$ cat src/assert_macros.svh
// Assertion helpers used by dcu_ctrl.
`ifndef ASSERT_MACROS_SVH
`define ASSERT_MACROS_SVH
`ifndef SYNTHESIS
// Check a property on every rising clock edge outside reset.
`define DCU_ASSERT(lbl, clk, rstn, prop) \
  lbl: assert property (@(posedge clk) disable iff (!rstn) prop) \
    else $error("dcu property violated");
// Check that a condition never holds outside reset.
`define DCU_NEVER(lbl, clk, rstn, cond) \
  lbl: assert property (@(posedge clk) disable iff (!rstn) !(cond)) \
    else $error("dcu forbidden condition seen");
`else
`define DCU_ASSERT(lbl, clk, rstn, prop)
`define DCU_NEVER(lbl, clk, rstn, cond)
`endif
`endif

$ cat src/dcu_pkg.sv
package dcu_pkg;

  localparam int FIFO_DEPTH_DEF   = 16;
  localparam int CORDIC_ITERS_DEF = 16;

  localparam int PI_Q            = 205887;
  localparam int HALF_PI_Q       = 102944;
  localparam int CORDIC_GAIN_Q30 = 652032874;
  localparam int ATAN_IDX_W      = 5;

  // Register reset values
  localparam logic [23:0] LIN_ACCEL_RST = 24'd65536;
  localparam logic [23:0] ANG_ACCEL_RST = 24'd65536;

  // Register indexes
  localparam logic [1:0] REG_LIN_ACCEL = 2'd0;
  localparam logic [1:0] REG_ANG_ACCEL = 2'd1;
  localparam logic [1:0] REG_LIN_DELAY = 2'd2;
  localparam logic [1:0] REG_ANG_DELAY = 2'd3;

  typedef enum logic [3:0] {
    OP_NONE,
    OP_PUSH,
    OP_TIME,
    OP_POP,
    OP_ML,
    OP_MA,
    OP_MP,
    OP_MTH,
    OP_THA,
    OP_CORD,
    OP_X1,
    OP_X2,
    OP_X3,
    OP_Y2,
    OP_Y3,
    OP_WRAP
  } op_e;

  typedef struct packed {
    op_e  op;
    logic latch;
    logic load_out;
  } cmd_t;

  typedef struct packed {
    logic is_push;
    logic cordic_last;
    logic wrap_ok;
  } stat_t;

  typedef struct packed {
    logic [23:0] lin_accel;
    logic [23:0] ang_accel;
    logic [23:0] lin_delay;
    logic [23:0] ang_delay;
  } cfg_t;

  // Arctangent of 2^-i in Q30
  function automatic logic signed [33:0] atan_q30(input logic [ATAN_IDX_W-1:0] idx);
    logic signed [33:0] v;
    case (idx)
      5'd0:  v = 34'sd843314857;
      5'd1:  v = 34'sd497837829;
      5'd2:  v = 34'sd263043837;
      5'd3:  v = 34'sd133525159;
      5'd4:  v = 34'sd67021687;
      5'd5:  v = 34'sd33543516;
      5'd6:  v = 34'sd16775851;
      5'd7:  v = 34'sd8388437;
      5'd8:  v = 34'sd4194283;
      5'd9:  v = 34'sd2097149;
      5'd10: v = 34'sd1048576;
      5'd11: v = 34'sd524288;
      5'd12: v = 34'sd262144;
      5'd13: v = 34'sd131072;
      5'd14: v = 34'sd65536;
      5'd15: v = 34'sd32768;
      5'd16: v = 34'sd16384;
      5'd17: v = 34'sd8192;
      5'd18: v = 34'sd4096;
      5'd19: v = 34'sd2048;
      5'd20: v = 34'sd1024;
      5'd21: v = 34'sd512;
      5'd22: v = 34'sd256;
      5'd23: v = 34'sd128;
      default: v = '0;
    endcase
    return v;
  endfunction

endpackage

$ cat src/dcu_regs.sv
module dcu_regs
  import dcu_pkg::*;
(
  input  logic        clk_i,
  input  logic        rst_ni,
  input  logic        psel,
  input  logic        penable,
  input  logic        pwrite,
  input  logic [3:0]  paddr,
  input  logic [31:0] pwdata,
  output logic [31:0] prdata,
  output logic        pready,
  output cfg_t        cfg_o
);

  cfg_t       cfg_q;
  logic       wr_en;
  logic [1:0] idx;

  assign idx    = paddr[3:2];
  assign wr_en  = psel && penable && pwrite;
  assign pready = 1'b1;
  assign cfg_o  = cfg_q;

  // Write on the access phase
  always_ff @(posedge clk_i or negedge rst_ni) begin
    if (!rst_ni) begin
      cfg_q.lin_accel <= LIN_ACCEL_RST;
      cfg_q.ang_accel <= ANG_ACCEL_RST;
      cfg_q.lin_delay <= '0;
      cfg_q.ang_delay <= '0;
    end else if (wr_en) begin
      case (idx)
        REG_LIN_ACCEL: cfg_q.lin_accel <= pwdata[23:0];
        REG_ANG_ACCEL: cfg_q.ang_accel <= pwdata[23:0];
        REG_LIN_DELAY: cfg_q.lin_delay <= pwdata[23:0];
        REG_ANG_DELAY: cfg_q.ang_delay <= pwdata[23:0];
        default: ;
      endcase
    end
  end

  // Read back the addressed register
  always_comb begin
    case (idx)
      REG_LIN_ACCEL: prdata = {8'b0, cfg_q.lin_accel};
      REG_ANG_ACCEL: prdata = {8'b0, cfg_q.ang_accel};
      REG_LIN_DELAY: prdata = {8'b0, cfg_q.lin_delay};
      REG_ANG_DELAY: prdata = {8'b0, cfg_q.ang_delay};
      default:       prdata = '0;
    endcase
  end

endmodule

$ cat config.mk
export PLATFORM = sky130hd
export DESIGN_NAME = dcu_regs
export DESIGN_NICKNAME = d
export VERILOG_FILES = /design/src/assert_macros.svh /design/src/dcu_pkg.sv /design/src/dcu_regs.sv
export SDC_FILE = /design/constraint.sdc
export NUM_CORES = 1
export LEC_CHECK = 0
export BUFFER_PORTS_ARGS = -buffer_cell sky130_fd_sc_hd__buf_2
export CAP_MARGIN = 20
export CORE_AREA = 3 3 99 111
export DETAILED_ROUTE_END_ITERATION = 10
export DIE_AREA = 0 0 102 114
export GPL_ROUTABILITY_DRIVEN = 0
export HOLD_SLACK_MARGIN = 0.12
export PLACE_DENSITY = 0.79
export SLEW_MARGIN = 20
export SYNTH_ARGS = -nofsm -noshare
export SYNTH_HDL_FRONTEND = slang
export SYNTH_SLANG_ARGS = --single-unit
$ cat constraint.sdc
create_clock -name clk_i -period 1.2 [get_ports clk_i]
set_input_delay 0.12 -clock clk_i [delete_from_list [all_inputs] [get_ports clk_i]]
set_output_delay 0.12 -clock clk_i [all_outputs]
set_load 0.1 [all_outputs]
**Word level (Yosys, flattened, before mapping)**

Cells that the tools add are included.

- Register bits after elaboration: 96
- Word-level logic and storage cells: 15

- Reductions and logical operators: 7
- Eq/ne operators: 3
- Muxes and demuxes: 1

Operators by type and width:

| operator | number |
|---|---|
| 32-bit one-hot mux with 4 select lines | 1 |
| 2-bit AND reduction | 4 |
| 2-bit == test, second input constant | 2 |
| 2-bit by 1-bit == test with 1-bit output, second input constant | 1 |
| 1-bit logical AND | 2 |
| 2-bit logical NOT | 1 |

**Longest topological paths before layout**

- Depth after elaboration: 3
- Depth in mapped cells: 6
- Gate-level depth less buffers: 3

**Least setup slack after synthesis**

OpenSTA, ideal clock, no wires.

- Kind: reg-to-output
- Start: register cfg_q (netlist bit cfg_o[71])
- End: output port prdata[23]
- Buffers on the path: 0
- Slack: -0.857 ns
- Arrival time: 1.937 ns
- Stages on the path, launching flop included: 2
- Data required time: 1.080 ns
- Cells stage by stage: dfrtp_1 mux4_1

- Word-level cells in the longest chain between the ends: 1

Ends and longest elaborated chain:

| what | RTL line | RTL |
|---|---|---|
| from (decl) | dcu_regs.sv:16 | `cfg_t cfg_q;` |
| 32-bit one-hot mux with 4 select lines | dcu_regs.sv:45 | `case (idx)` |
| to (decl) | dcu_regs.sv:11 | `output logic [31:0] prdata,` |

Every way passes these cells. The select of a mux whose other input is x is not followed.

**Final worst setup path**

- Start: register cfg_q (netlist bit cfg_o[42])
- End: output port prdata[18]

The elaborated chain is that of the path after synthesis.

==> run summary <==
Reg clk slew, reported paths: 0.10 ns
CP Launch Type: flip-flop
RSZ-0062 raised after global routing: true
Lkg Pwr: 4.017 nW
failing checks: setup timing
Logic pwr share: 68.5%
Critical Setup Path Class: reg2out
Distinct cells, synth: 18
max reg flops: 96
initial core utilization: 43.80%
post-route ant nets: 0
Remaining DRCs: 0
outcome: complete, but fails checks
placed cell count: 618
die area: 11,630 um2
Placement Cell Area: 7717 um2
fmax: 579.7 MHz
Routed Wire Length: 18,560 um
CTS Sinks: 96
Initial DRC Count: 147
fin. max-slew vios: 0
commonest cells after routing, fill and taps aside: buf_6, buf_12, mux2_2
pre-CTS setup slack: -0.2978 ns
Required @ worst endpoint: 1.08 ns
post-synthesis cell count: 250
Final Hold Vio Count: 0
Non-Filler Instances: 688
vias in the first global route: 4,067
Site Rows: 38
final setup fails: 87
Ant. Diodes: 0
FF+latch count, synth: 96
H-tree levels: 3
Avg WL per Cell: 26.98 um
chip width: 102 um
core footprint: 9889 um2
# port buffers: 150
Sequential Power Share: 21.1%
Total GRT Usage: 28.88%
Ports: 170
clock share of power: 10.4%
Pwr Density: 2626 nW/um2
Yosys top cell area share: 54.30%
Root Buffer: clkbuf_8
vias per cell: 5.363
global-route wire length before repair: 24,610 um
hpwl dp: 10,220 um
layout cells sized above 1: 93.31%
post-layout instance area: 9017 um2
max cap viols: 0
total CTS buffers: 9
Setup WS post-layout: -0.5250 ns
largest net degree at the start of global routing: 40
internal power: 0.01191 W
sequential share of the synthesized area: 55.52%
Syn Area/Cell: 17.33 um2
Cell Area, Synth: 4332 um2
fin crit share: 143.7%
Switching Fraction: 49.72%
maximum VDD drop: 1.816 mV
clk buf depth: 2
TritonCTS clock tree: yes
Max Clock Skew: 0 ns
min-delay worst type: in2async
total grt overflow: 0
Critical Path End Type: output port
Synth Warn #: 0
area grow syn2layout: 108.2%
Worst Path Arrival: 1.60 ns
routed via count: 3,690
fin crit period: 1.725 ns
CP Max Fanout: 2
initial antenna violation count: 0
post-synth top area cell: dfrtp_1
worst skew pair latency: 0.37 ns
1st-pass router iterations: 4
switching pwr: 0.01177 W
ranking of synthesized cells by area: dfrtp_1, mux2_2, mux4_2, mux2_4, buf_4
Die Y: 114 um
most common cell after layout, fill and taps aside: buf_6
final net count: 605
-- layout make-up --
class	instances	area [um2]
timing repair buffer	321	4220
sequential	96	2640
multi-input combinational	135	1783
fill	319	872.1
clock buffer	12	155.1
tap	120	150.1
clock inverter	3	65.06
inverter	1	3.754
-- Yosys cell counts --
library cell,n
dfrtp_1,94
mux2_2,76
mux4_2,23
mux2_4,20
buf_4,12
buf_2,7
buf_6,4
clkbuf_1,2
conb_1,2
dfstp_2,2
inv_2,1
mux4_1,1
nand3_1,1
nand4_1,1
nor2_1,1
nor3_2,1
or2_1,1
or3_1,1
-- metal layers --
layer	part of all wire (%)	vias to the layer above	GRT usage, %
met5	0	-	0
met2	55	205	51.58
met3	6.9	32	7.645
li1	-	1535	-
met4	1.8	0	8.399
met1	36	1918	33.84
-- metrics by stage --
stage / utilization [%] / setup TNS, ns / hold WS, ns / total power (W)
floorplan: - / -11.40 / -0.1756 / 0.01359
global placement: 78.04 / -21.37 / 0.04634 / 0.01892
detailed placement: 78.04 / -23.47 / 0.05539 / 0.01925
CTS: 87.96 / -14.83 / 0.2017 / 0.02263
global route: 91.18 / -18.61 / 0.2504 / 0.02421
finish: 91.18 / -15.55 / 0.2375 / 0.02368
-- critical path, stage by stage (launching register included) --
cell and delay [ns]:
dfrtp_4 0.51, mux4_2 0.53, buf_12 0.20
-- power by group through the flow --
| stage | Clock, W | Combinational [W] | Sequential [W] |
|---|---|---|---|
| after floorplan | 0 | 0.00312 | 0.0105 |
| after global placement | 0 | 0.0142 | 0.00469 |
| after detailed placement | 0 | 0.0145 | 0.00480 |
| after CTS | 0.00241 | 0.0154 | 0.00486 |
| after global routing | 0.00260 | 0.0166 | 0.00505 |
| final | 0.00246 | 0.0162 | 0.00499 |
-- final timing paths --
kind                                start         end  slack [ns]  depth (start not counted)
worst max-delay path            cfg_o[42]  prdata[18]       -0.52                          2
worst min-delay path               rst_ni   cfg_o[33]        0.24                          2
worst max register to register  cfg_o[36]   cfg_o[36]       -0.01                          4
worst min register to register  cfg_o[91]   cfg_o[91]        0.61                          1
max in group asynchronous          rst_ni   cfg_o[64]        0.41                          3
min in group clk_i               paddr[3]   cfg_o[76]        0.51                          5
-- cell families after synthesis --
family                 count (synthesis)  share of synthesized area [%]
multiplexers                         120                          39.25
buffers and inverters                 26                          4.188
flip-flops                            96                          55.52
other                                  2                         0.1734
AND/OR/NAND/NOR                        6                         0.8666
-- timing repair --
action	CTS	global route
pin swaps	0	0
endpoints found under the hold margin	190	0
hold buffers	25	0
setup buffers	18	57
gates resized for setup	138	58
setup endpoints to repair	117	118
Note: power is estimated with default switching activity, not from simulation.
