### config.mk
export PLATFORM = sky130hd
export DESIGN_NAME = dcu_ctrl
export DESIGN_NICKNAME = d
export VERILOG_FILES = /design/src/dcu_pkg.sv /design/src/dcu_ctrl.sv
export VERILOG_INCLUDE_DIRS = /design/src /design/src/src
export SDC_FILE = /design/constraint.sdc
export NUM_CORES = 1
export LEC_CHECK = 0
export BUFFER_PORTS_ARGS = -buffer_cell sky130_fd_sc_hd__buf_4
export CAP_MARGIN = 20
export CORE_AREA = 2 2 39 41
export DETAILED_ROUTE_END_ITERATION = 7
export DIE_AREA = 0 0 41 43
export GPL_ROUTABILITY_DRIVEN = 0
export GPL_TIMING_DRIVEN = 0
export HOLD_SLACK_MARGIN = 0.08
export PLACE_DENSITY = 0.55
export RECOVER_POWER = 25
export SYNTH_ARGS = -nofsm -noshare
export SYNTH_HDL_FRONTEND = slang
export SYNTH_SLANG_ARGS = --single-unit
### constraint.sdc
create_clock -name clk_i -period 4.3 [get_ports clk_i]
set_input_delay 0.215 -clock clk_i [delete_from_list [all_inputs] [get_ports clk_i]]
set_output_delay 0.215 -clock clk_i [all_outputs]
set_load 0.1 [all_outputs]
### src/assert_macros.svh
// Assertion helpers used by dcu_ctrl.
`ifndef ASSERT_MACROS_SVH
`define ASSERT_MACROS_SVH
`ifndef SYNTHESIS
// Check a property on every rising clock edge outside reset.
`define DCU_ASSERT(lbl, clk, rstn, prop) \
  lbl: assert property (@(posedge clk) disable iff (!rstn) prop) \
    else $error("dcu property violated");
// Check that a condition never holds outside reset.
`define DCU_NEVER(lbl, clk, rstn, cond) \
  lbl: assert property (@(posedge clk) disable iff (!rstn) !(cond)) \
    else $error("dcu forbidden condition seen");
`else
`define DCU_ASSERT(lbl, clk, rstn, prop)
`define DCU_NEVER(lbl, clk, rstn, cond)
`endif
`endif

### src/dcu_pkg.sv
package dcu_pkg;

  localparam int FIFO_DEPTH_DEF   = 16;
  localparam int CORDIC_ITERS_DEF = 16;

  localparam int PI_Q            = 205887;
  localparam int HALF_PI_Q       = 102944;
  localparam int CORDIC_GAIN_Q30 = 652032874;
  localparam int ATAN_IDX_W      = 5;

  // Register reset values
  localparam logic [23:0] LIN_ACCEL_RST = 24'd65536;
  localparam logic [23:0] ANG_ACCEL_RST = 24'd65536;

  // Register indexes
  localparam logic [1:0] REG_LIN_ACCEL = 2'd0;
  localparam logic [1:0] REG_ANG_ACCEL = 2'd1;
  localparam logic [1:0] REG_LIN_DELAY = 2'd2;
  localparam logic [1:0] REG_ANG_DELAY = 2'd3;

  typedef enum logic [3:0] {
    OP_NONE,
    OP_PUSH,
    OP_TIME,
    OP_POP,
    OP_ML,
    OP_MA,
    OP_MP,
    OP_MTH,
    OP_THA,
    OP_CORD,
    OP_X1,
    OP_X2,
    OP_X3,
    OP_Y2,
    OP_Y3,
    OP_WRAP
  } op_e;

  typedef struct packed {
    op_e  op;
    logic latch;
    logic load_out;
  } cmd_t;

  typedef struct packed {
    logic is_push;
    logic cordic_last;
    logic wrap_ok;
  } stat_t;

  typedef struct packed {
    logic [23:0] lin_accel;
    logic [23:0] ang_accel;
    logic [23:0] lin_delay;
    logic [23:0] ang_delay;
  } cfg_t;

  // Arctangent of 2^-i in Q30
  function automatic logic signed [33:0] atan_q30(input logic [ATAN_IDX_W-1:0] idx);
    logic signed [33:0] v;
    case (idx)
      5'd0:  v = 34'sd843314857;
      5'd1:  v = 34'sd497837829;
      5'd2:  v = 34'sd263043837;
      5'd3:  v = 34'sd133525159;
      5'd4:  v = 34'sd67021687;
      5'd5:  v = 34'sd33543516;
      5'd6:  v = 34'sd16775851;
      5'd7:  v = 34'sd8388437;
      5'd8:  v = 34'sd4194283;
      5'd9:  v = 34'sd2097149;
      5'd10: v = 34'sd1048576;
      5'd11: v = 34'sd524288;
      5'd12: v = 34'sd262144;
      5'd13: v = 34'sd131072;
      5'd14: v = 34'sd65536;
      5'd15: v = 34'sd32768;
      5'd16: v = 34'sd16384;
      5'd17: v = 34'sd8192;
      5'd18: v = 34'sd4096;
      5'd19: v = 34'sd2048;
      5'd20: v = 34'sd1024;
      5'd21: v = 34'sd512;
      5'd22: v = 34'sd256;
      5'd23: v = 34'sd128;
      default: v = '0;
    endcase
    return v;
  endfunction

endpackage

### src/dcu_ctrl.sv
`include "assert_macros.svh"
module dcu_ctrl
  import dcu_pkg::*;
(
  input  logic  clk_i,
  input  logic  rst_ni,
  input  logic  in_valid_i,
  output logic  in_ready_o,
  output logic  out_valid_o,
  input  logic  out_ready_i,
  input  stat_t stat_i,
  output cmd_t  cmd_o
);

  typedef enum logic [4:0] {
    S_IDLE, S_DISP, S_PUSH, S_TIME, S_POP, S_ML, S_MA, S_MP, S_MTH, S_THA,
    S_CORD, S_X1, S_X2, S_X3, S_Y2, S_Y3, S_WRAP, S_DONE
  } state_e;

  state_e state_q, state_d;
  logic   out_valid_q, out_valid_d;
  logic   accept;
  logic   load;

  assign in_ready_o  = (state_q == S_IDLE);
  assign out_valid_o = out_valid_q;
  assign accept      = in_valid_i && in_ready_o;
  assign load        = (state_q == S_DONE) && (!out_valid_q || out_ready_i);

  // Sequence the datapath operations
  always_comb begin
    state_d        = state_q;
    cmd_o.op       = OP_NONE;
    cmd_o.latch    = accept;
    cmd_o.load_out = load;
    case (state_q)
      S_IDLE: if (accept) state_d = S_DISP;
      S_DISP: state_d = stat_i.is_push ? S_PUSH : S_TIME;
      S_PUSH: begin cmd_o.op = OP_PUSH; state_d = S_DONE; end
      S_TIME: begin cmd_o.op = OP_TIME; state_d = S_POP; end
      S_POP:  begin cmd_o.op = OP_POP;  state_d = S_ML; end
      S_ML:   begin cmd_o.op = OP_ML;   state_d = S_MA; end
      S_MA:   begin cmd_o.op = OP_MA;   state_d = S_MP; end
      S_MP:   begin cmd_o.op = OP_MP;   state_d = S_MTH; end
      S_MTH:  begin cmd_o.op = OP_MTH;  state_d = S_THA; end
      S_THA:  begin cmd_o.op = OP_THA;  state_d = S_CORD; end
      S_CORD: begin
        cmd_o.op = OP_CORD;
        if (stat_i.cordic_last) state_d = S_X1;
      end
      S_X1:   begin cmd_o.op = OP_X1; state_d = S_X2; end
      S_X2:   begin cmd_o.op = OP_X2; state_d = S_X3; end
      S_X3:   begin cmd_o.op = OP_X3; state_d = S_Y2; end
      S_Y2:   begin cmd_o.op = OP_Y2; state_d = S_Y3; end
      S_Y3:   begin cmd_o.op = OP_Y3; state_d = S_WRAP; end
      S_WRAP: begin
        cmd_o.op = OP_WRAP;
        if (stat_i.wrap_ok) state_d = S_DONE;
      end
      S_DONE: if (load) state_d = S_IDLE;
      default: state_d = S_IDLE;
    endcase
  end

  // Hold the result flag until the item is taken
  always_comb begin
    out_valid_d = out_valid_q;
    if (out_valid_q && out_ready_i) out_valid_d = 1'b0;
    if (load) out_valid_d = 1'b1;
  end

  always_ff @(posedge clk_i or negedge rst_ni) begin
    if (!rst_ni) begin
      state_q     <= S_IDLE;
      out_valid_q <= 1'b0;
    end else begin
      state_q     <= state_d;
      out_valid_q <= out_valid_d;
    end
  end

  `DCU_ASSERT(a_accept_blocks, clk_i, rst_ni, (in_valid_i && in_ready_o) |=> !in_ready_o)
  `DCU_ASSERT(a_cordic_runs, clk_i, rst_ni, (state_q == S_CORD && !stat_i.cordic_last) |=> (state_q == S_CORD))
  `DCU_ASSERT(a_result_from_done, clk_i, rst_ni, $rose(out_valid_q) |-> $past(state_q == S_DONE))

endmodule

* Word-level counts from Yosys, hierarchy flattened *
Cells that the tools add are included.

storage, ports and cells
  register bits after elaboration = 6
  input port bits = 7
  output and inout port bits = 8

operators by class
  equality and inequality tests = 21
  muxes and demuxes = 9
  reductions and logical operators = 8

operators by type and width
  operator              count
  $pmux W5 S18          1
  $pmux W4 S15          1
  $eq A5 B4 Y1 const B  8
  $eq A5 B3 Y1 const B  4
  $mux W5               4
  $eq A5 B2 Y1 const B  2
  $eq A5 B5 Y1 const B  2
  $ne A2 B2 Y1 const B  3
  $eq A5 B1 Y1 const B  1
  $logic_not A5 Y1      1
  $reduce_and A4 Y1     1
  $logic_and A1 B1 Y1   3
  $mux W1               3
  $ne A2 B1 Y1 const B  1
  $reduce_bool A2 Y1    1
  $logic_not A1 Y1      1
  $logic_or A1 B1 Y1    1

* Longest topological paths before layout *
Gate-level depths: netlist (run 1).

  word-level depth = 5
  mapped depth = 5
  gate-level depth less buffers = 3

* Least setup slack after synthesis (run 1) *
No wires, ideal clock.

  path type = reg2out
  start = reg state_q[4]
  end = out cmd_o[4] (netlist name)
  data arrival time = 2.855 ns
  slack = 1.230 ns
  stages on the path, launching flop included = 4
  path buffers = 1
  cells stage by stage = dfrtp_1 > buf_2 > nand2b_1 > o21ai_0

RTL lines
  what                      RTL line        source
  start: declaration        dcu_ctrl.sv:20  state_e state_q, state_d;
  start signal: assignment  dcu_ctrl.sv:77  state_q <= state_d;
  end: declaration          dcu_ctrl.sv:12  output cmd_t cmd_o

==> run_results.csv, run 1 <==
group,metric,value,unit
die,floorplan.initialDensity,34.4,%
logic_synthesis,synth_edf_count,0,
logic_synthesis,syn_avg_cell_area,8.80,µm²
route,drt_wl_total,1.06,mm
placement,place_area,601,µm²
cells_and_area,fillers,144,
worst_setup_path,r2r-start,"state_q[3]",
cells_and_area,drive_gt1_share,34.7,%
placement,dp_slack,2540,ps
clock_network,clkSlewWorstSetupHoldPaths,50,ps
die,io_pins,15,
sta,layout_setup_ws,2270,ps
route,final_antenna_net_count,0,
worst_setup_path,cp.required,4090,ps
worst_setup_path,crit_start,"state_q[0]",
sta,rsz0062_at_grt,"no",
die,core_area,0.00138,mm²
sta,hold_viol,0,
die,dieArea,0.00176,mm²
grt,grt_pass1_wl,1.84,mm
route,routedWlPerCell,12.0,µm
logic_synthesis,syn_area,475,µm²
die,die_h,43,µm
grt,gr-usage-met2,20.3,%
worst_hold_path,hp-start,"out_ready_i",
cells_and_area,stdcell_area,629,µm²
worst_setup_path,reg2reg_slack,2820,ps
sta,post-route-period-util,47.2,%
logic_synthesis,synth-seq-cells,6,
clock_network,cts_resized,0,
sta,tns,0,ps
sta,slew_violations,0,
worst_setup_path,worst-path-max-fanout,10,
clock_network,clockBufferDepth,2,
route,remaining_drc_errors,0,
route,first_pass_iters,4,
die,rows,14,
worst_setup_path,start_kind,"flop",
clock_network,clk_latency,260,ps
sta,min_period,2030,ps
grt,grt_max_degree,11,
logic_synthesis,async_reset_ff_share,100,%
worst_setup_path,rr_worst_depth,4,
placement,io_buffer_count,14,
sta,tightest_slew,424,ps
worst_setup_path,r2r_end,"state_q[0]",
worst_setup_path,crit_path_end_kind,"output pin",
clock_network,cts.sink_count,6,
clock_network,cts_tree,"yes",
grt,grtUsageMet1,22.4,%
cells_and_area,layout_commonest_cell,"buf_4",
clock_network,cts_buffers,3,
sta,skew,9.51,ps
logic_synthesis,synthesis.nets,61,
flow_run,maxCapViolations,0,
cells_and_area,syn2layout_area_growth,32.4,%
sta,setup_viol,0,
grt,first_global_vias,406,
worst_hold_path,hold_path.class,"in -> reg",
logic_synthesis,syn_inst,54,
grt,antenna_found_initial,0,
grt,overflow,0,
cells_and_area,antenna_cells,0,
clock_network,cts_setup_buffers,0,
die,die_width,41,µm
cells_and_area,final_cell_mix,"buf_4, dfrtp_1, nor2_1, nand2b_1",
grt,gr-usage-met3,4.71,%
logic_synthesis,ys_types,31,
clock_network,root_buffer,"clkbuf_4",
clock_network,cts_max_level,1,
cells_and_area,nets,81,
outcome,status,"complete, no violations",
worst_setup_path,crit_arrival,1810,ps
grt,grt.busiest_layer,"met1",
sta,slew_headroom,71.8,%
logic_synthesis,synth_warnings,0,
route,vias,451,
sta,fmax,493,MHz
logic_synthesis,ys_seq_area_share,31.6,%
grt,grt.total_usage,16.2,%
worst_setup_path,crit_type,"reg -> out",
worst_setup_path,crit_end,"cmd_o[4]",
logic_synthesis,synthFlopType,"dfrtp_1",
placement,post-dp-hpwl,768,µm
route,vias_per_cell,5.13,
route,drt_iter0_markers,7,
layer usage:
| metal | share of wire (%) | up-vias |
|---|---|---|
| li1 | - | 227 |
| met1 | 48 | 204 |
| met2 | 44 | 15 |
| met3 | 4.4 | 5 |
| met4 | 4.0 | 0 |
| met5 | 0 | - |
repair_timing:
action,4_1_cts,5_1_grt
setup endpoints to repair,0,0
hold endpoints to repair,6,0
hold buffers,1,0
synth_stat cells (2+ instances only):
library cell | n | area share [%]
dfrtp_1 | 6 | 32
nand2b_1 | 5 | 6.6
nor2_1 | 5 | 3.9
buf_2 | 3 | 3.2
nor3_1 | 3 | 3.2
buf_4 | 2 | 3.2
nand2_1 | 2 | 1.6
nand3_1 | 2 | 2.1
o2bb2ai_1 | 2 | 3.7
xnor2_1 | 2 | 3.7
xor2_1 | 2 | 3.7
through the flow:
step                util [%]  hold slack, ps  instances
floorplan                  -           -80.6         54
global placement        43.4            25.0         84
detailed placement      43.4            26.3         84
CTS                     45.8             297         88
global route            45.5             329         88
finish                  45.5             300         88
worst min-delay path by stage:
| stage | end | slack (ps) | cells after the start |
|---|---|---|---|
| after floorplan | out_valid_o | -80 | 0 |
| after global placement | state_q[2] | 30 | 1 |
| after detailed placement | state_q[2] | 30 | 1 |
| after CTS | state_q[4] | 300 | 2 |
| after global routing | out_valid_o | 330 | 3 |
| final | out_valid_o | 300 | 3 |
cell families after synthesis:
logic type / share of synthesized area, %
and+or+nand+nor: 31.6
DFF: 31.6
muxes: 2.11
xor gates and xnor gates: 7.37
buffers and inverters: 9.47
AOI/OAI and AO/OA: 17.9
sequential cells by signal, indices dropped and copies added (netlist names):
signal,cells
out_valid_o,1
state_q,5
layout make-up:
class	instances	area, µm²	share of cell area (%)
clock buffer	3	22.5	3.58
multi-input combinational	41	280	44.5
sequential	6	150	23.9
timing repair buffer	15	111	17.7
buffer	7	45.0	7.16
tap	16	20.0	3.18
worst max-delay path: stages (launching register included):
cell      delay, ps
dfrtp_1         370
clkbuf_1        220
nor3_1          320
a21bo_2         250
o21ai_0          70
buf_4           320
Power of run 1 is not shown: default switching activity piles up to over one toggle a cycle in this logic, so the estimate is an artifact.
==> inputs of run 2 (changes only) <==
--- a/config.mk
+++ b/config.mk
@@ -6,6 +6,7 @@
 export SDC_FILE = /design/constraint.sdc
 export NUM_CORES = 1
 export LEC_CHECK = 0
+export ABC_AREA = 1
 export BUFFER_PORTS_ARGS = -buffer_cell sky130_fd_sc_hd__buf_4
 export CAP_MARGIN = 20
 export CORE_AREA = 2 2 39 41
@@ -14,7 +15,7 @@
 export GPL_ROUTABILITY_DRIVEN = 0
 export GPL_TIMING_DRIVEN = 0
 export HOLD_SLACK_MARGIN = 0.08
-export PLACE_DENSITY = 0.55
+export PLACE_DENSITY = 0.64
 export RECOVER_POWER = 25
 export SYNTH_ARGS = -nofsm -noshare
 export SYNTH_HDL_FRONTEND = slang
==> constraint.sdc (replaced) <==
create_clock -name clk_i -period 1.75 [get_ports clk_i]
set_input_delay 0.0875 -clock clk_i [delete_from_list [all_inputs] [get_ports clk_i]]
set_output_delay 0.0875 -clock clk_i [all_outputs]
set_load 0.1 [all_outputs]
==> run 2 against run 1 <==
  * Final cell count rose by 42%
  * Largest cell class unchanged
  * Critical path type unchanged
  * Routed wire length rose by 24%
  * Flip-flop and latch count did not move
  * Die area did not move
  * Critical path depth rose by 1
  * Sequential share of layout area fell by 4.3 points
  * Clock skew fell by 4.1 ps
  * Setup slack got worse by 2200 ps
  * Area after synthesis rose by 15%
==> run_results.csv, run 2 <==
group,metric,value,unit
outcome,status,"complete, no violations",
logic_synthesis,netlist_top_cells_area,"dfrtp_1, nand2_1, nand3_1",
grt,overflow,0,
worst_setup_path,start_kind,"flop",
die,die_h,43,µm
route,vias,598,
clock_network,cts_buffers,3,
cells_and_area,fillers,134,
cells_and_area,final_cell_mix,"nand2_1, inv_1, buf_4, nor2_1, nand3_1",
cells_and_area,stdcell_area,788,µm²
worst_setup_path,crit_path_end_kind,"output pin",
cells_and_area,syn2layout_area_growth,44.2,%
cells_and_area,top_register,"state_q",
route,drt_iter0_markers,19,
grt,antenna_found_initial,0,
worst_setup_path,r2r_end,"state_q[4]",
logic_synthesis,synthesis.nets,94,
logic_synthesis,ys_seq_area_share,27.5,%
cells_and_area,antenna_cells,0,
flow_run,maxCapViolations,0,
logic_synthesis,synthFlopType,"dfrtp_1",
sta,min_period,1690,ps
cells_and_area,nets,118,
logic_synthesis,synth_top_cells_by_count,"nand2_1, inv_1, nand3_1, nor2_1, dfrtp_1",
placement,place_area,682,µm²
cells_and_area,layout.cells.non_filler,125,
route,vias_per_cell,4.78,
die,floorplan.initialDensity,39.5,%
worst_setup_path,crit_type,"reg -> out",
sta,post-route-period-util,96.6,%
placement,place_inst,117,
die,die_width,41,µm
route,final_antenna_net_count,0,
clock_network,cts_max_level,1,
sta,holdWs,232,ps
sta,fmax,592,MHz
grt,grt.total_usage,17.2,%
logic_synthesis,synth_warnings,0,
sta,slew_violations,0,
cells_and_area,multi_input_area,335,µm²
grt,grt_max_degree,11,
clock_network,clockBufferDepth,2,
logic_synthesis,synth_most_common_cell,"nand2_1",
worst_setup_path,worst-path-max-fanout,6,
sta,slew_headroom,80.4,%
route,drt_wl_total,1.31,mm
grt,first_global_vias,499,
grt,grt_pass1_wl,2.07,mm
die,dieArea,0.00176,mm²
worst_setup_path,cp.required,1660,ps
sta,tightest_slew,294,ps
logic_synthesis,synth_top_cell_by_area,"dfrtp_1",
cells_and_area,register_area,154,µm²
worst_setup_path,r2r-start,"state_q[4]",
worst_hold_path,hold_path.class,"in -> async",
route,routedWlPerCell,10.5,µm
logic_synthesis,syn_inst,87,
cells_and_area,layout_commonest_cell,"nand2_1",
clock_network,root_buffer,"clkbuf_4",
clock_network,cts.sink_count,6,
sta,hold_viol,0,
worst_setup_path,crit_arrival,1600,ps
logic_synthesis,syn_area,547,µm²
logic_synthesis,async_reset_ff_share,100,%
placement,post-dp-hpwl,997,µm
cells_and_area,largest_reg_flops,5,
logic_synthesis,syn_avg_cell_area,6.28,µm²
logic_synthesis,ys_types,20,
clock_network,cts_tree,"yes",
cells_and_area,drive_gt1_share,35.8,%
sta,skew,5.41,ps
route,first_pass_iters,4,
die,io_pins,15,
logic_synthesis,synth-seq-cells,6,
clock_network,clk_latency,240,ps
clock_network,clkSlewWorstSetupHoldPaths,40,ps
route,remaining_drc_errors,0,
logic_synthesis,synth_top_area_share,27.5,%
placement,io_buffer_count,14,
logic_synthesis,synth_edf_count,0,
sta,setup_viol,0,
die,rows,14,
die,core_area,0.00138,mm²
worst_setup_path,reg2reg_slack,420,ps
worst_setup_path,rr_worst_depth,6,
==> run 2: cell types whose count changed in the layout (fill, tap and decap cells not counted), sizes merged, moves of 5 or more <==
cell,previous run,this run
inv,0,17
nand2,2,19
nand2b,5,0
nand3,2,13
nand4,0,5
nor2,5,17
==> run 2: layer usage <==
layer	part of all wire (%)	vias to the layer above	GRT usage (%)
li1	-	322	-
met1	48	263	25.6
met2	48	11	22.8
met3	2.4	2	4.19
met4	1.1	0	8.00
met5	0	-	0
==> run 2: cell families (layout without fill, tap and decap cells) <==
logic type	count (synthesis)	count (layout)	share of synthesized area [%]
and+or+nand+nor	55	55	48.7
buffers and inverters	20	42	16.5
AOI/OAI and AO/OA	6	6	7.32
DFF	6	6	27.5
==> run 2: layout make-up <==
| type | instances | share of cell area [%] |
|---|---|---|
| Sequential cell | 6 | 19.5 |
| Multi-Input combinational cell | 61 | 42.5 |
| Timing Repair Buffer | 19 | 21.1 |
| Tap cell | 16 | 2.54 |
| Buffer | 3 | 3.33 |
| Clock buffer | 3 | 2.86 |
| Inverter | 17 | 8.10 |
==> run 2: through the flow <==
| stage | setup TNS, ps | util [%] | worst slack (ps) |
|---|---|---|---|
| after floorplan | -82.4 | - | -41.3 |
| after global placement | 0 | 49.3 | 160 |
| after detailed placement | 0 | 49.3 | 149 |
| after CTS | 0 | 53.0 | 0.975 |
| after global routing | -60.6 | 57.0 | -29.6 |
| final | 0 | 57.0 | 60.3 |
==> run 2: repair_timing <==
action	4_1_cts	5_1_grt
setup endpoints to repair	5	6
hold buffers	2	0
resized for setup	2	12
buffers inserted	0	3
pin swaps	0	3
endpoints found under the hold margin	7	0
==> run 2: worst max path at each step <==
stage / from / to / slack, ps
global route: state_q[4] / cmd_o[3] / -30
finish: state_q[4] / cmd_o[4] / 60
floorplan: state_q[1] / cmd_o[3] / -40
CTS: state_q[0] / cmd_o[5] / 1
detailed placement: state_q[1] / cmd_o[4] / 150
global placement: state_q[1] / cmd_o[4] / 160
==> run 2: worst max-delay path, cell delays in order, from the launching register on <==
cell	delay (ps)
dfrtp_2	450
inv_2	80
nand3_1	170
o21ai_2	250
inv_1	90
nand4_1	110
buf_8	210
Power of run 2 is left out for the same reason.
==> inputs of run 3 (changes only) <==
--- a/config.mk
+++ b/config.mk
@@ -15,7 +15,7 @@
 export GPL_ROUTABILITY_DRIVEN = 0
 export GPL_TIMING_DRIVEN = 0
 export HOLD_SLACK_MARGIN = 0.08
-export PLACE_DENSITY = 0.64
+export PLACE_DENSITY = 0.61
 export RECOVER_POWER = 25
 export SYNTH_ARGS = -nofsm -noshare
 export SYNTH_HDL_FRONTEND = slang
==> constraint.sdc (replaced) <==
create_clock -name clk_i -period 2 [get_ports clk_i]
set_input_delay 0.1 -clock clk_i [delete_from_list [all_inputs] [get_ports clk_i]]
set_output_delay 0.1 -clock clk_i [all_outputs]
set_load 0.1 [all_outputs]
==> run 3 against run 2 <==
  * Core utilization decreased by 5.6 points
  * Highest routed layer is now met3
  * Flip-flop and latch count unchanged
  * Cell area decreased by 9.8%
  * Critical endpoint unchanged
  * Setup slack improved by 130 ps
  * Non-clock buffer count decreased by 3
  * First-iteration DRC count decreased by 32%
  * Critical path type unchanged
  * Register-to-register slack improved by 280 ps
  * Final cell count decreased by 2.4%
  * Clock-buffer cell count unchanged
  * Critical path depth unchanged
  * Hold slack improved by 30 ps
==> run_results.csv, run 3 (synthesis gave the netlist of run 2 again) <==
group,metric,value,unit
sta,holdWs,262,ps
cells_and_area,nets,115,
grt,grt_max_degree,11,
sta,slew_headroom,78.9,%
route,vias,589,
worst_setup_path,r2r-start,"state_q[1]",
sta,fmax,552,MHz
cells_and_area,final_cell_mix,"nand2_1, inv_1, buf_4, nand3_1, nor2_1",
clock_network,cts_tree,"yes",
cells_and_area,antenna_cells,0,
worst_setup_path,worst-path-max-fanout,7,
route,first_pass_iters,4,
clock_network,hold_buffers,2,
sta,hold_viol,0,
flow_run,maxCapViolations,0,
clock_network,clockBufferDepth,2,
route,drt_iter0_markers,13,
sta,rsz0062_at_grt,"no",
clock_network,cts_resized,0,
clock_network,root_buffer,"clkbuf_4",
placement,post-dp-hpwl,991,µm
worst_setup_path,crit_type,"reg -> out",
route,final_antenna_net_count,0,
placement,dp_slack,449,ps
worst_hold_path,hp-start,"stat_i[1]",
route,vias_per_cell,4.83,
worst_setup_path,crit_path_end_kind,"output pin",
grt,grt_pass1_wl,2.04,mm
cells_and_area,largest_reg_flops,5,
clock_network,clkSlewWorstSetupHoldPaths,40,ps
worst_setup_path,crit_arrival,1710,ps
sta,post-route-period-util,90.6,%
cells_and_area,drive_gt1_share,26.4,%
cells_and_area,top_register,"state_q",
clock_network,clk_latency,240,ps
sta,layout_setup_ws,188,ps
placement,io_buffer_count,14,
worst_setup_path,reg2reg_slack,700,ps
sta,tightest_slew,316,ps
cells_and_area,fillers,153,
die,die_width,41,µm
die,io_pins,15,
die,floorplan.initialDensity,39.5,%
cells_and_area,layout_commonest_cell,"nand2_1",
grt,antenna_found_initial,0,
sta,skew,3.45,ps
cells_and_area,syn2layout_area_growth,30.0,%
sta,min_period,1810,ps
worst_setup_path,cp.required,1900,ps
sta,setup_viol,0,
die,dieArea,0.00176,mm²
clock_network,cts_setup_buffers,0,
grt,first_global_vias,518,
grt,overflow,0,
die,core_area,0.00138,mm²
sta,tns,0,ps
worst_setup_path,crit_start,"state_q[1]",
clock_network,cts_max_level,1,
clock_network,cts.sink_count,6,
die,die_h,43,µm
clock_network,cts_buffers,3,
grt,grt.total_usage,16.4,%
outcome,status,"complete, no violations",
route,remaining_drc_errors,0,
worst_setup_path,start_kind,"flop",
die,rows,14,
route,drt_wl_total,1.19,mm
worst_hold_path,hold_path.class,"in -> reg",
route,routedWlPerCell,9.77,µm
sta,slew_violations,0,
[run 3: layer usage]
metal  global-route usage (%)  wire, µm
met4                     6.00         0
met1                     23.1       567
met5                        0         0
met3                     1.57        22
met2                     25.0       602
[run 3: critical path: stages, from the launching register on]
cell and delay (ps):
dfrtp_1 450, nor2_2 280, nand3_1 170, o21ai_2 120, inv_1 80, nand4_1 80
buf_4 290
[run 3: layout make-up]
cell class	count	area, µm²	area share [%]
multi-input combinational	61	307	43.1
sequential	6	150	21.1
timing repair buffer	16	121	17.1
inverter	17	63.8	8.98
buffer	3	26.3	3.70
clock buffer	3	22.5	3.17
tap	16	20.0	2.82
[run 3: path summary, 6_finish.rpt]
path	endpoint	cells after the start
setup / recovery	cmd_o[4]	6
hold reg to reg	out_valid_o	2
max in group asynchronous	out_valid_o	2
setup reg to reg	state_q[4]	5
hold / removal	state_q[4]	5
min in group asynchronous	state_q[4]	2
[run 3: through the flow]
step           instance area, µm²  utilization (%)  std cells
4_1_cts                       714             51.6        122
6_report                      711             51.4        122
5_1_grt                       711             51.4        122
3_5_place_dp                  672             48.6        117
2_1_floorplan                 547                -         87
3_3_place_gp                  672             48.6        117
Power of run 3 is left out for the same reason.
